==> src/sv/hashed_write_back_record_cache_defines.svh <==
// ----------------------------------------------------------------------------
// Hashed write-back record cache: assertion macros
// Shared assertion forms for the cache modules, clocked on clk, reset rst_n.
// ----------------------------------------------------------------------------
`ifndef HASHED_WRITE_BACK_RECORD_CACHE_DEFINES_SVH
`define HASHED_WRITE_BACK_RECORD_CACHE_DEFINES_SVH

// Same-cycle implication.
`define HWBRC_ASSERT_IMP(lbl, pre, post) \
  lbl: assert property (@(posedge clk) disable iff (!rst_n) (pre) |-> (post)) \
    else $error("hwbrc assertion failed");

// Next-cycle implication.
`define HWBRC_ASSERT_NXT(lbl, pre, post) \
  lbl: assert property (@(posedge clk) disable iff (!rst_n) (pre) |=> (post)) \
    else $error("hwbrc assertion failed");

`endif

==> src/sv/hwbrc_pkg.sv <==
// ----------------------------------------------------------------------------
// Hashed write-back record cache package
// Types, codes and constants shared by the controller and the datapath.
// ----------------------------------------------------------------------------
package hwbrc_pkg;

  localparam logic [31:0] FNV_OFFSET = 32'd2166136261;
  localparam logic [31:0] FNV_PRIME  = 32'd16777619;

  localparam logic [1:0] FUNC_WRITE = 2'd0;
  localparam logic [1:0] FUNC_READ  = 2'd1;
  localparam logic [1:0] FUNC_FLUSH = 2'd2;

  localparam logic [2:0] KIND_READ_HIT   = 3'd0;
  localparam logic [2:0] KIND_READ_MISS  = 3'd1;
  localparam logic [2:0] KIND_WRITE_DONE = 3'd2;
  localparam logic [2:0] KIND_WRITEBACK  = 3'd3;
  localparam logic [2:0] KIND_FLUSH_NONE = 3'd4;

  typedef enum logic [3:0] {
    S_CLEAR, S_IDLE, S_HASH, S_MOD, S_RD, S_EV, S_WB, S_OUTW, S_WR,
    S_FNEXT, S_OUTF, S_OUT
  } state_t;

  typedef enum logic [2:0] {
    RES_HOLD, RES_HIT, RES_MISS, RES_WB0, RES_DONE, RES_PEND_MID,
    RES_PEND_END, RES_FNONE
  } res_sel_t;

  typedef struct packed {
    logic        filled;
    logic        dirty;
    logic [3:0]  tab;
    logic [63:0] rec;
    logic [63:0] key;
  } entry_t;

  localparam int ENTRY_W = $bits(entry_t);

  typedef struct packed {
    logic [2:0]  kind;
    logic [63:0] key;
    logic [63:0] rec;
    logic [3:0]  tab;
    logic        last;
  } result_t;

  typedef struct packed {
    logic     in_ready;
    logic     clr_write;
    logic     hash_step;
    logic     mod_step;
    logic     rd;
    logic     note;
    logic     tgt_cur;
    logic     next_way;
    logic     wr_rec;
    logic     wr_clean;
    logic     pend_load;
    res_sel_t res_sel;
    logic     emit;
  } cmd_t;

  typedef struct packed {
    logic       in_take;
    logic [1:0] in_func;
    logic       bidx_ok;
    logic [1:0] func;
    logic       clr_last;
    logic       hash_last;
    logic       mod_last;
    logic       way_last;
    logic       key_eq;
    logic       free_any;
    logic       filled;
    logic       dirty;
    logic       pend_v;
    logic       out_free;
  } sts_t;

endpackage

==> src/sv/hwbrc_ctrl.sv <==
// ----------------------------------------------------------------------------
// Hashed write-back record cache: controller
// Sequences clearing, hashing, bucket reduction, way scan and result output.
// ----------------------------------------------------------------------------
`include "hashed_write_back_record_cache_defines.svh"

module hwbrc_ctrl (
  input  logic            clk,
  input  logic            rst_n,
  input  hwbrc_pkg::sts_t sts,
  output hwbrc_pkg::cmd_t cmd
);

  hwbrc_pkg::state_t state_r, state_nxt;

  always_ff @(posedge clk) begin
    if (!rst_n) begin
      state_r <= hwbrc_pkg::S_CLEAR;
    end else begin
      state_r <= state_nxt;
    end
  end

  always_comb begin
    state_nxt   = state_r;
    cmd         = '0;
    cmd.res_sel = hwbrc_pkg::RES_HOLD;
    unique case (state_r)
      hwbrc_pkg::S_CLEAR: begin
        cmd.clr_write = 1'b1;
        if (sts.clr_last) state_nxt = hwbrc_pkg::S_IDLE;
      end
      hwbrc_pkg::S_IDLE: begin
        cmd.in_ready = 1'b1;
        if (sts.in_take) begin
          case (sts.in_func) inside
            hwbrc_pkg::FUNC_WRITE, hwbrc_pkg::FUNC_READ: state_nxt = hwbrc_pkg::S_HASH;
            hwbrc_pkg::FUNC_FLUSH: begin
              if (sts.bidx_ok) begin
                state_nxt = hwbrc_pkg::S_RD;
              end else begin
                cmd.res_sel = hwbrc_pkg::RES_FNONE;
                state_nxt   = hwbrc_pkg::S_OUT;
              end
            end
            default: state_nxt = hwbrc_pkg::S_IDLE;
          endcase
        end
      end
      hwbrc_pkg::S_HASH: begin
        cmd.hash_step = 1'b1;
        if (sts.hash_last) state_nxt = hwbrc_pkg::S_MOD;
      end
      hwbrc_pkg::S_MOD: begin
        cmd.mod_step = 1'b1;
        if (sts.mod_last) state_nxt = hwbrc_pkg::S_RD;
      end
      hwbrc_pkg::S_RD: begin
        cmd.rd    = 1'b1;
        state_nxt = hwbrc_pkg::S_EV;
      end
      hwbrc_pkg::S_EV: begin
        case (sts.func)
          hwbrc_pkg::FUNC_WRITE: begin
            if (sts.key_eq) begin
              cmd.tgt_cur = 1'b1;
              state_nxt   = hwbrc_pkg::S_WR;
            end else begin
              cmd.note = 1'b1;
              if (sts.way_last) begin
                state_nxt = sts.free_any ? hwbrc_pkg::S_WR : hwbrc_pkg::S_WB;
              end else begin
                cmd.next_way = 1'b1;
                state_nxt    = hwbrc_pkg::S_RD;
              end
            end
          end
          hwbrc_pkg::FUNC_READ: begin
            if (sts.key_eq) begin
              cmd.res_sel = sts.filled ? hwbrc_pkg::RES_HIT : hwbrc_pkg::RES_MISS;
              state_nxt   = hwbrc_pkg::S_OUT;
            end else if (sts.way_last) begin
              cmd.res_sel = hwbrc_pkg::RES_MISS;
              state_nxt   = hwbrc_pkg::S_OUT;
            end else begin
              cmd.next_way = 1'b1;
              state_nxt    = hwbrc_pkg::S_RD;
            end
          end
          default: begin
            if (sts.dirty) begin
              cmd.wr_clean  = 1'b1;
              cmd.pend_load = 1'b1;
              if (sts.pend_v) begin
                cmd.res_sel = hwbrc_pkg::RES_PEND_MID;
                state_nxt   = hwbrc_pkg::S_OUTF;
              end else begin
                state_nxt = hwbrc_pkg::S_FNEXT;
              end
            end else begin
              state_nxt = hwbrc_pkg::S_FNEXT;
            end
          end
        endcase
      end
      hwbrc_pkg::S_WB: begin
        cmd.res_sel = hwbrc_pkg::RES_WB0;
        state_nxt   = hwbrc_pkg::S_OUTW;
      end
      hwbrc_pkg::S_OUTW: begin
        if (sts.out_free) begin
          cmd.emit  = 1'b1;
          state_nxt = hwbrc_pkg::S_WR;
        end
      end
      hwbrc_pkg::S_WR: begin
        cmd.wr_rec  = 1'b1;
        cmd.res_sel = hwbrc_pkg::RES_DONE;
        state_nxt   = hwbrc_pkg::S_OUT;
      end
      hwbrc_pkg::S_FNEXT: begin
        if (sts.way_last) begin
          cmd.res_sel = sts.pend_v ? hwbrc_pkg::RES_PEND_END : hwbrc_pkg::RES_FNONE;
          state_nxt   = hwbrc_pkg::S_OUT;
        end else begin
          cmd.next_way = 1'b1;
          state_nxt    = hwbrc_pkg::S_RD;
        end
      end
      hwbrc_pkg::S_OUTF: begin
        if (sts.out_free) begin
          cmd.emit  = 1'b1;
          state_nxt = hwbrc_pkg::S_FNEXT;
        end
      end
      hwbrc_pkg::S_OUT: begin
        if (sts.out_free) begin
          cmd.emit  = 1'b1;
          state_nxt = hwbrc_pkg::S_IDLE;
        end
      end
      default: state_nxt = hwbrc_pkg::S_CLEAR;
    endcase
  end

  `HWBRC_ASSERT_IMP(a_emit_free, cmd.emit, sts.out_free)
  `HWBRC_ASSERT_NXT(a_rd_then_ev, state_r == hwbrc_pkg::S_RD, state_r == hwbrc_pkg::S_EV)
  `HWBRC_ASSERT_NXT(a_clear_done, (state_r == hwbrc_pkg::S_CLEAR) && sts.clr_last, state_r == hwbrc_pkg::S_IDLE)

endmodule

==> config.mk <==
export PLATFORM = sky130hd
export DESIGN_NAME = hwbrc_ctrl
export DESIGN_NICKNAME = d
export VERILOG_FILES = /design/src/sv/hwbrc_pkg.sv /design/src/sv/hwbrc_ctrl.sv
export VERILOG_INCLUDE_DIRS = /design/src /design/src/sv
export SDC_FILE = /design/constraint.sdc
export NUM_CORES = 1
export LEC_CHECK = 0
export BUFFER_PORTS_ARGS = -buffer_cell sky130_fd_sc_hd__buf_2
export CAP_MARGIN = 20
export CORE_MARGIN = 2
export CORE_UTILIZATION = 42
export CTS_CLUSTER_DIAMETER = 150
export DETAILED_ROUTE_END_ITERATION = 8
export PLACE_DENSITY = 0.88
export SLEW_MARGIN = 20
export SYNTH_ARGS = -nofsm -noshare
export SYNTH_HDL_FRONTEND = slang
export SYNTH_SLANG_ARGS = --single-unit
==> constraint.sdc <==
create_clock -name clk -period 1.63 [get_ports clk]
set_clock_uncertainty 0.15 [all_clocks]
set_input_delay 0.163 -clock clk [delete_from_list [all_inputs] [get_ports clk]]
set_output_delay 0.163 -clock clk [all_outputs]
set_load 0.02 [all_outputs]
==> impl_metrics.sql, run 1 <==
INSERT INTO impl_metrics (metric_group, metric, value, unit) VALUES
('final_layout', 'synthToLayoutAreaGrowth', '89.74', '%'),
('cts', 'cts_root_buf', 'sky130_fd_sc_hd__clkbuf_4', ''),
('sta', 'grt_setup_unrepaired', 'true', ''),
('logic_synthesis', 'post_synthesis_instance_total', '107', ''),
('cts', 'clock-sinks', '4', ''),
('final_layout', 'fin_area', '0.001389', 'mm²'),
('final_layout', 'fin_cells', '178', ''),
('sta', 'max_slew.worst_pin.slew', '481.5', 'ps'),
('cts', 'cts_buffers', '3', ''),
('floorplanning', 'rows', '15', ''),
('worst_setup_path', 'crit_required', '1320', 'ps'),
('place', 'gp_congestion', '0.8816', ''),
('run', 'cap_viol_max_count', '0', ''),
('power', 'power_density_of_the_placed_cells', '1091', 'mW/mm²'),
('place', 'placement.io_buffers', '32', ''),
('final_layout', 'post-route-util', '82.22', '%'),
('final_layout', 'antenna_cells', '0', ''),
('route', 'routedWlPerCell', '21.57', 'µm'),
('logic_synthesis', 'synth_nets', '125', ''),
('route', 'detail_route.vias_per_cell', '7.017', ''),
('logic_synthesis', 'synth.cell_area', '732.0', 'µm²'),
('final_layout', 'layout.filler_cells', '81', ''),
('hold_path', 'worst_hold_path_type', 'primary input to flip-flop', ''),
('power', 'ir_drop', '803.6', 'µV'),
('final_layout', 'largestRegisters', 'state_r: 4 flops', ''),
('sta', 'report.final.hold_viol_count', '0', ''),
('final_layout', 'largest_register', 'state_r', ''),
('worst_setup_path', 'cp_slowest_cell', 'sky130_fd_sc_hd__or4b_4', ''),
('grt', 'grt_remaining_overflow', '0', ''),
('logic_synthesis', 'synth_edf_count', '0', ''),
('final_layout', 'layout.cells.most_common', 'sky130_fd_sc_hd__buf_4', ''),
('final_layout', 'max_ffs_per_register', '4', ''),
('worst_setup_path', 'worst_ep_arrival_time', '1570', 'ps'),
('sta', 'postLayoutSetupSlackWorst', '-253.0', 'ps'),
('sta', 'achievable-frequency', '531.1', 'MHz'),
('cts', 'worst_skew_pair.late_latency', '270', 'ps'),
('place', 'placedInstanceArea', '0.001017', 'mm²'),
('cts', 'cts_tree', 'built', ''),
('logic_synthesis', 'synth-main-ff-cell', 'sky130_fd_sc_hd__dfxtp_1', ''),
('grt', 'initial_antenna_violation_count', '0', ''),
('place', 'hpwlAfterDp', '1959', 'µm'),
('grt', 'number_of_global_route_vias_before_repair', '1021', ''),
('worst_setup_path', 'critPathLaunchType', 'flip-flop', ''),
('sta', 'max_slew_violation_count', '0', ''),
('logic_synthesis', 'synth.lib_cells_used.distinct', '44', ''),
('sta', 'worst_hold_slack', '51.05', 'ps'),
('route', 'num_vias', '1249', ''),
('worst_setup_path', 'worstPathMaxFanout', '5', ''),
('logic_synthesis', 'number_of_flip_flops_and_latches_in_the_synthesized_netlist', '4', ''),
('status', 'outcome', 'finished with violations', ''),
('sta', 'setup_violations', '11', ''),
('logic_synthesis', 'post_synth.cell_area_avg', '6.841', 'µm²'),
('cts', 'clk_path_buf_depth', '2', ''),
('floorplanning', 'die_area', '0.002093', 'mm²'),
('floorplanning', 'core-area', '0.001689', 'mm²'),
('logic_synthesis', 'synth_async_sr_flop_share', '0', '%'),
('final_layout', 'num-nets-final', '181', ''),
('floorplanning', 'initial_utilization', '43.33', '%'),
('route', 'antenna_left', '0', ''),
('place', 'placed_cells', '164', ''),
('sta', 'layout_worst_path_cycle_share', '115.5', '%'),
('final_layout', 'final_cell_mix', '31 x sky130_fd_sc_hd__buf_4, 18 x sky130_fd_sc_hd__buf_2, 12 x sky130_fd_sc_hd__buf_6', ''),
('place', 'pre_cts_slack', '-113.5', 'ps'),
('sta', 'totalNegativeSetupSlack', '-1572', 'ps'),
('cts', 'cts_clk_pin_slew_worst_paths', '50', 'ps'),
('route', 'detail_route.iter0.violations', '95', ''),
('route', 'routed_wirelength', '3840', 'µm'),
('status', 'violations', 'negative setup slack', ''),
('worst_setup_path', 'setup.worst_path.end_class', 'output port', ''),
('power', 'p_leak', '0.5898', 'nW'),
('floorplanning', 'ioPinCount', '33', '');
[worst reg2reg max path: stages (launching register included)]
cell and delay [ps]:
sky130_fd_sc_hd__dfxtp_4 400, sky130_fd_sc_hd__buf_6 120, sky130_fd_sc_hd__mux2_4 290, sky130_fd_sc_hd__o32a_1 400
sky130_fd_sc_hd__nor3b_4 190, sky130_fd_sc_hd__o32ai_2 130
[logic make-up after synthesis]
kind of cell | after synthesis | synth area share [%]
compound gates | 31 | 30.94
buf+inv | 14 | 9.742
flops | 4 | 10.94
mux | 3 | 4.615
simple gates | 55 | 43.76
[cell usage after synthesis, types with 3 or more instances]
cell | n | area share, %
sky130_fd_sc_hd__dfxtp_1 | 4 | 11
sky130_fd_sc_hd__nor2_1 | 10 | 5.1
sky130_fd_sc_hd__o21ai_0 | 3 | 2.1
sky130_fd_sc_hd__o22ai_1 | 3 | 2.6
sky130_fd_sc_hd__a21oi_1 | 4 | 2.7
sky130_fd_sc_hd__inv_1 | 4 | 2.1
sky130_fd_sc_hd__buf_4 | 3 | 3.1
sky130_fd_sc_hd__nand2b_1 | 4 | 3.4
sky130_fd_sc_hd__nor2b_1 | 4 | 3.4
sky130_fd_sc_hd__nand2_1 | 9 | 4.6
sky130_fd_sc_hd__o21a_1 | 3 | 3.1
sky130_fd_sc_hd__or3_1 | 3 | 2.6
sky130_fd_sc_hd__clkbuf_1 | 6 | 3.1
sky130_fd_sc_hd__nor3b_1 | 3 | 3.1
sky130_fd_sc_hd__nor3_1 | 6 | 4.1
sky130_fd_sc_hd__o21bai_1 | 3 | 3.1
[final timing paths]
path                                              start                 endpoint  slack [ps]  cells after the start
worst min register to register  state_r[0]$_SDFFE_PN0P_  state_r[3]$_SDFFE_PN0P_         590                      3
worst max-delay path            state_r[2]$_SDFFE_PN0P_                   cmd[3]        -250                      3
worst min-delay path                              rst_n  state_r[3]$_SDFFE_PN0P_          50                      3
worst max register to register  state_r[1]$_SDFFE_PN0P_  state_r[1]$_SDFFE_PN0P_        -150                      5
[layout make-up]
class                   instances  area [µm²]  share of cell area, %
multi-input cells              89       777.0                  55.95
repair buffers                 61       457.9                  32.97
flip-flops and latches          4       95.09                  6.847
clock buffers                   3       22.52                  1.622
well taps                      17       21.27                  1.532
inverters                       4       15.01                  1.081
[per-layer routing]
metal | share of wire (%) | routed length, µm | GRT usage [%]
met5 | 0 | 0 | 0
met2 | 45 | 1717 | 51.83
met1 | 34 | 1289 | 38.77
met4 | 7.8 | 301 | 15.43
met3 | 14 | 532 | 5.556
[what timing repair did]
action	4_1_cts	5_1_grt
hold endpoints to repair	0	0
endpoints found under the setup margin	17	19
gates resized for setup	35	30
pin swaps	12	12
setup buffers	9	2
[where the power goes]
part	internal [mW]	switching [mW]	leakage, nW
clock	0.0838	0.0627	0.0138
sequential	0.135	0.0701	0.0355
combinational	0.601	0.562	0.540
No activity file was read; power rests on OpenSTA's default activity.
==> run 2: changes to the inputs <==
Settings changed: BUFFER_PORTS_ARGS -buffer_cell sky130_fd_sc_hd__buf_2 to -buffer_cell sky130_fd_sc_hd__buf_4.
==> run 2 against run 1 <==
Effect of this change: the run still ends with negative setup slack left; sequential cell count stayed put; maximum frequency increased by 3.3%; cell count is 3.9% lower; non-clock buffer count down 7; first-iteration DRC count shrank 46%; clock-buffer cell count stayed put; register-to-register slack about the same; worst hold slack got worse by 4.1 ps; largest cell class unchanged.
==> impl_metrics.sql, run 2 (same netlist as run 1, synthesis figures left out) <==
INSERT INTO impl_metrics (metric_group, metric, value, unit) VALUES
('status', 'outcome', 'finished with violations', ''),
('status', 'violations', 'negative setup slack', ''),
('final_layout', 'antenna_cells', '0', ''),
('final_layout', 'post-route-util', '74.96', '%'),
('final_layout', 'num-nets-final', '174', ''),
('power', 'ir_drop', '656.7', 'µV'),
('sta', 'postLayoutSetupSlackWorst', '-193.1', 'ps'),
('sta', 'setup_violations', '13', ''),
('floorplanning', 'initial_utilization', '43.33', '%'),
('cts', 'cts_clk_pin_slew_worst_paths', '40', 'ps'),
('grt', 'grt_pass1_wl', '4643', 'µm'),
('worst_setup_path', 'worstPathMaxFanout', '6', ''),
('grt', 'number_of_global_route_vias_before_repair', '1022', ''),
('cts', 'cts_buffers', '3', ''),
('worst_setup_path', 'setup.worst_path.class', 'flip-flop to output port', ''),
('route', 'antenna_left', '0', ''),
('route', 'met3_length', '186', 'µm'),
('sta', 'layout_worst_path_cycle_share', '111.8', '%'),
('floorplanning', 'ioPinCount', '33', ''),
('hold_path', 'hold_depth', '3', ''),
('power', 'seq_power_share', '14.7', '%'),
('route', 'routed_wirelength', '3101', 'µm'),
('run', 'cap_viol_max_count', '0', ''),
('route', 'drc', '0', ''),
('power', 'power.net_switching', '0.5760', 'mW'),
('cts', 'cts_root_buf', 'sky130_fd_sc_hd__clkbuf_4', ''),
('hold_path', 'worst_hold_path_type', 'primary input to flip-flop', ''),
('power', 'netSwitchingFraction', '45.78', '%'),
('power', 'share_comb_of_total_power', '74.5', '%'),
('worst_setup_path', 'setup.worst_path.end_class', 'output port', ''),
('route', 'detail_route.iter0.violations', '51', ''),
('route', 'm1WireLength', '1280', 'µm'),
('route', 'routedWlPerCell', '18.13', 'µm'),
('floorplanning', 'rows', '15', ''),
('place', 'gp_congestion', '0.8950', ''),
('grt', 'grt_remaining_overflow', '0', ''),
('final_layout', 'largest_register', 'state_r', ''),
('cts', 'clock-sinks', '4', ''),
('cts', 'cts_tree', 'built', ''),
('power', 'cell_internal_pwr', '0.6822', 'mW'),
('worst_setup_path', 'reg2regPathDepth', '4', ''),
('sta', 'report.final.hold_viol_count', '0', ''),
('route', 'num_vias', '1101', ''),
('cts', 'htree_levels', '1', ''),
('final_layout', 'layout.cells.most_common', 'sky130_fd_sc_hd__buf_4', ''),
('route', 'detail_route.vias_per_cell', '6.439', ''),
('sta', 'layout_min_cycle_time', '1823', 'ps'),
('grt', 'largest_net_degree_at_the_start_of_global_routing', '10', ''),
('worst_setup_path', 'crit_required', '1320', 'ps'),
('sta', 'worst_hold_slack', '46.97', 'ps'),
('floorplanning', 'core-area', '0.001689', 'mm²'),
('cts', 'cts.hold.buffers_added', '0', ''),
('final_layout', 'final_cell_mix', '49 x sky130_fd_sc_hd__buf_4, 9 x sky130_fd_sc_hd__nor2_1, 7 x sky130_fd_sc_hd__nand2_1', ''),
('route', 'dr_wl_met2', '1518', 'µm'),
('route', 'top_signal_layer_used', 'met4', ''),
('sta', 'worst_slew_margin_rel', '75.33', '%'),
('sta', 'max_slew_violation_count', '0', ''),
('route', 'detailedRoute.firstPassIterationCount', '4', ''),
('place', 'placement.io_buffers', '32', ''),
('floorplanning', 'die_area', '0.002093', 'mm²'),
('cts', 'worst_skew_pair.late_latency', '250', 'ps'),
('grt', 'initial_antenna_violation_count', '0', ''),
('final_layout', 'max_ffs_per_register', '4', ''),
('sta', 'achievable-frequency', '548.5', 'MHz'),
('sta', 'max_slew.worst_pin.slew', '367.2', 'ps'),
('worst_setup_path', 'critPathLaunchType', 'flip-flop', ''),
('final_layout', 'largestRegisters', 'state_r: 4 flops', ''),
('final_layout', 'post_route_cells_drive_above_1_share', '55.19', '%'),
('cts', 'clk_path_buf_depth', '2', ''),
('floorplanning', 'die_y', '45.75', 'µm'),
('power', 'power_density_of_the_placed_cells', '993.7', 'mW/mm²'),
('place', 'hpwlAfterDp', '1988', 'µm'),
('power', 'p_leak', '0.5315', 'nW'),
('final_layout', 'synthToLayoutAreaGrowth', '72.99', '%'),
('sta', 'grt_setup_unrepaired', 'true', ''),
('worst_setup_path', 'worst_ep_arrival_time', '1510', 'ps'),
('power', 'clock_power_share', '10.8', '%'),
('floorplanning', 'fp.dieW', '45.75', 'µm'),
('grt', 'grt_usage', '30.35', '%');
[run 2: changes by cell type in the layout (fill, tap and decap cells not counted), sizes merged]
cell / previous run / this run
buf: 61 / 54
[run 2: final timing paths]
kind,start,to,slack [ps]
setup / recovery,state_r[2]$_SDFFE_PN0P_,cmd[3],-190
hold / removal,rst_n,state_r[3]$_SDFFE_PN0P_,50
setup reg to reg,state_r[2]$_SDFFE_PN0P_,state_r[0]$_SDFFE_PN0P_,-160
hold reg to reg,state_r[1]$_SDFFE_PN0P_,state_r[1]$_SDFFE_PN0P_,560
[run 2: power groups by stage]
stage                     Combinational (mW)  Clock [mW]  Sequential (mW)
after floorplan                        0.473           0            0.145
after global placement                 0.733           0            0.159
after detailed placement               0.757           0            0.163
after CTS                              0.839       0.132            0.171
after global routing                   0.983       0.148            0.186
final                                  0.937       0.136            0.185
[run 2: per-layer routing]
metal / vias up / track usage (%)
met5: - / 0
met3: 14 / 3.968
met4: 0 / 13.14
met2: 69 / 51.55
met1: 515 / 37.91
li1: 503 / -
[run 2: cell type report]
| type | count | area [µm²] |
|---|---|---|
| multi-input cells | 89 | 693.2 |
| repair buffers | 54 | 424.2 |
| fillers | 109 | 422.9 |
| flip-flops and latches | 4 | 90.09 |
| clock buffers | 3 | 22.52 |
| well taps | 17 | 21.27 |
| inverters | 4 | 15.01 |
[run 2: critical path, stage by stage, from the launching register on]
cell,delay [ps]
sky130_fd_sc_hd__dfxtp_2,340
sky130_fd_sc_hd__or4b_4,590
sky130_fd_sc_hd__o22ai_4,180
sky130_fd_sc_hd__buf_6,140
[run 2: what timing repair did]
action | 4_1_cts | 5_1_grt
resized for setup | 17 | 13
endpoints found under the setup margin | 16 | 17
pin swaps | 7 | 7
setup buffers | 5 | 1
gates cloned | 0 | 0
[run 2: through the flow]
step	instance area [µm²]	total power, mW	TNS (ps)	setup WS (ps)	cells
3_5_place_dp	1082	0.9202	-309.8	-122.8	162
3_3_place_gp	1082	0.8928	-79.36	-78.02	162
6_report	1266	1.258	-1155	-193.1	171
2_1_floorplan	757.0	0.6185	-12.88	-11.43	107
5_1_grt	1266	1.316	-1855	-215.6	171
4_1_cts	1196	1.141	-745.6	-160.0	170
==> run 3: changes to the inputs <==
Settings changed: CORE_UTILIZATION 42 to 46, PLACE_DENSITY 0.88 to 0.9.
Clock period 1.63 ns to 1.9 ns, I/O delays scaled along.
==> run 3 against run 2 <==
Effect of this change: the flow now finishes without violations; routed wire length shrank 20%; critical path depth is the same; clock-buffer cell count is the same; non-clock buffer count shrank 15; core utilization shrank 5.3 points; setup slack gained 200 ps; sequential share of layout area grew 1.5 points; via count shrank 11%; sequential power shrank 2%; design area shrank 17%; cell count shrank 9.4%; combinational power shrank 37%; largest cell class unchanged; largest power group unchanged; highest routed layer unchanged.
==> impl_metrics.sql, run 3 (same netlist as run 1, synthesis figures left out) <==
INSERT INTO impl_metrics (metric_group, metric, value, unit) VALUES
('status', 'outcome', 'complete, no violations', ''),
('cts', 'cts_tree', 'built', ''),
('final_layout', 'max_ffs_per_register', '4', ''),
('route', 'detailedRoute.firstPassIterationCount', '5', ''),
('worst_setup_path', 'critical_path.reg2reg.endpoint', 'state_r[0]$_SDFFE_PN0P_', ''),
('final_layout', 'final_cell_mix', '39 x sky130_fd_sc_hd__buf_4, 10 x sky130_fd_sc_hd__nor2_1, 9 x sky130_fd_sc_hd__nand2_1', ''),
('run', 'cap_viol_max_count', '0', ''),
('cts', 'cts_root_buf', 'sky130_fd_sc_hd__clkbuf_4', ''),
('route', 'detail_route.vias_per_cell', '6.297', ''),
('grt', 'grt_usage', '24.32', '%'),
('worst_setup_path', 'timing.reg2reg.setup_slack', '180', 'ps'),
('sta', 'max_slew.worst_pin.slew', '420.8', 'ps'),
('final_layout', 'antenna_cells', '0', ''),
('cts', 'clk_path_buf_depth', '2', ''),
('power', 'p_leak', '0.4279', 'nW'),
('final_layout', 'multi_input_area', '609.3', 'µm²'),
('final_layout', 'largestRegisters', 'state_r: 4 flops', ''),
('final_layout', 'synthToLayoutAreaGrowth', '43.42', '%'),
('grt', 'grt_remaining_overflow', '0', ''),
('hold_path', 'start_point_of_the_worst_hold_path', 'rst_n', ''),
('worst_setup_path', 'crit_required', '1560', 'ps'),
('final_layout', 'fin_cells', '155', ''),
('worst_setup_path', 'reg2regPathDepth', '4', ''),
('sta', 'layout_min_cycle_time', '1892', 'ps'),
('grt', 'grt_pass1_wl', '3691', 'µm'),
('power', 'power_density_of_the_placed_cells', '838.0', 'mW/mm²'),
('floorplanning', 'ioPinCount', '33', ''),
('route', 'routed_wirelength', '2488', 'µm'),
('cts', 'htree_levels', '1', ''),
('final_layout', 'largest_register', 'state_r', ''),
('worst_setup_path', 'critical_path.startpoint', 'state_r[2]$_SDFFE_PN0P_', ''),
('worst_setup_path', 'critical_path.reg2reg.startpoint', 'state_r[2]$_SDFFE_PN0P_', ''),
('sta', 'layout_worst_path_cycle_share', '99.60', '%'),
('sta', 'max_slew_violation_count', '0', ''),
('cts', 'worst_skew_pair.late_latency', '240', 'ps'),
('worst_setup_path', 'setup.worst_path.end', 'cmd[3]', ''),
('sta', 'setup_violations', '0', ''),
('place', 'hpwlAfterDp', '1737', 'µm'),
('cts', 'cts_buffers', '3', ''),
('floorplanning', 'fp.dieW', '43.89', 'µm'),
('route', 'detail_route.iter0.violations', '51', ''),
('place', 'gp_congestion', '0.9598', ''),
('sta', 'worst_slew_margin_rel', '71.59', '%'),
('route', 'routedWlPerCell', '16.05', 'µm'),
('floorplanning', 'die_y', '43.89', 'µm'),
('place', 'placed_cells', '152', ''),
('worst_setup_path', 'setup.worst_path.class', 'flip-flop to output port', ''),
('grt', 'number_of_global_route_vias_before_repair', '848', ''),
('final_layout', 'post_route_cells_drive_above_1_share', '40.29', '%'),
('final_layout', 'seq_area', '90.09', 'µm²'),
('worst_setup_path', 'critPathLaunchType', 'flip-flop', ''),
('place', 'placement.io_buffers', '32', ''),
('worst_setup_path', 'cp_slowest_cell', 'sky130_fd_sc_hd__or4b_4', ''),
('cts', 'cts_setup_buffers', '0', ''),
('final_layout', 'num-nets-final', '159', ''),
('grt', 'initial_antenna_violation_count', '0', ''),
('cts', 'clock-sinks', '4', ''),
('final_layout', 'layout.cells.most_common', 'sky130_fd_sc_hd__buf_4', ''),
('worst_setup_path', 'worst_ep_arrival_time', '1550', 'ps'),
('hold_path', 'worst_hold_path_type', 'primary input to flip-flop', ''),
('route', 'antenna_left', '0', ''),
('worst_setup_path', 'worstPathMaxFanout', '9', ''),
('sta', 'worst_hold_slack', '57.53', 'ps'),
('floorplanning', 'core-area', '0.001506', 'mm²'),
('worst_setup_path', 'worst_path_largest_cell_delay', '590', 'ps'),
('sta', 'achievable-frequency', '528.4', 'MHz'),
('route', 'num_vias', '976', ''),
('worst_setup_path', 'setup.worst_path.end_class', 'output port', ''),
('power', 'ir_drop', '558.6', 'µV'),
('floorplanning', 'initial_utilization', '48.59', '%'),
('grt', 'largest_net_degree_at_the_start_of_global_routing', '16', ''),
('floorplanning', 'rows', '14', ''),
('cts', 'cts_clk_pin_slew_worst_paths', '40', 'ps'),
('floorplanning', 'die_area', '0.001926', 'mm²'),
('worst_setup_path', 'timing.critical_path.cells', 'or4b_4 > o22ai_2 > buf_4', ''),
('final_layout', 'layout.filler_cells', '130', ''),
('route', 'drc', '0', ''),
('sta', 'report.final.hold_viol_count', '0', '');
[run 3: worst min path at each step]
| stage | cells past startpoint | slack [ps] | endpoint |
|---|---|---|---|
| global placement | 3 | 320 | state_r[3]$_SDFFE_PN0P_ |
| finish | 3 | 60 | state_r[3]$_SDFFE_PN0P_ |
| global route | 3 | 90 | state_r[3]$_SDFFE_PN0P_ |
| floorplan | 2 | 170 | state_r[3]$_SDFFE_PN0P_ |
| CTS | 3 | 70 | state_r[3]$_SDFFE_PN0P_ |
| detailed placement | 3 | 320 | state_r[3]$_SDFFE_PN0P_ |
[run 3: stage by stage]
stage / TNS (ps) / utilization, % / cell area, µm² / power [mW] / setup WS [ps]
after floorplan: 0 / - / 732.0 / 0.5134 / 140.5
after global placement: 0 / 65.61 / 988.4 / 0.7040 / 164.6
after detailed placement: 0 / 65.61 / 988.4 / 0.7163 / 65.87
after CTS: 0 / 67.69 / 1020 / 0.8400 / 10.59
after global routing: -11.61 / 69.68 / 1050 / 0.9307 / -11.61
final: 0 / 69.68 / 1050 / 0.8797 / 7.606
[run 3: area by class of cell]
| class | instances | share of cell area, % |
|---|---|---|
| repair buffers | 39 | 27.89 |
| clock buffers | 3 | 2.145 |
| inverters | 4 | 1.430 |
| multi-input cells | 89 | 58.05 |
| well taps | 16 | 1.907 |
| flip-flops and latches | 4 | 8.582 |
[run 3: metal layers]
| metal | GRT usage (%) | vias up | routed length (µm) |
|---|---|---|---|
| met5 | 0 | - | 0 |
| met4 | 5.455 | 0 | 26 |
| met3 | 2.917 | 7 | 159 |
| met2 | 40.88 | 50 | 1262 |
| met1 | 33.00 | 451 | 1039 |
| li1 | - | 468 | - |
[run 3: power by group]
part,internal (mW),total (mW),leakage (nW),switching (mW)
sequential,0.114,0.181,0.0350,0.0671
combinational,0.289,0.586,0.379,0.296
clock,0.0712,0.113,0.0138,0.0421
total,0.474,0.880,0.428,0.405
[run 3: what timing repair did]
action                                  in CTS  in global routing
endpoints found under the hold margin        0                  0
pin swaps                                    0                  0
endpoints found under the setup margin       8                  6
cloned                                       0                  0
gates resized for setup                      4                  7
hold buffers                                 0                  0
[run 3: critical path: cells and delay by family, from the launching register on]
| kind | cells | cell delay, ps |
|---|---|---|
| simple gates | 1 | 590 |
| flops | 1 | 370 |
| compound gates | 1 | 190 |
| buf+inv | 1 | 160 |
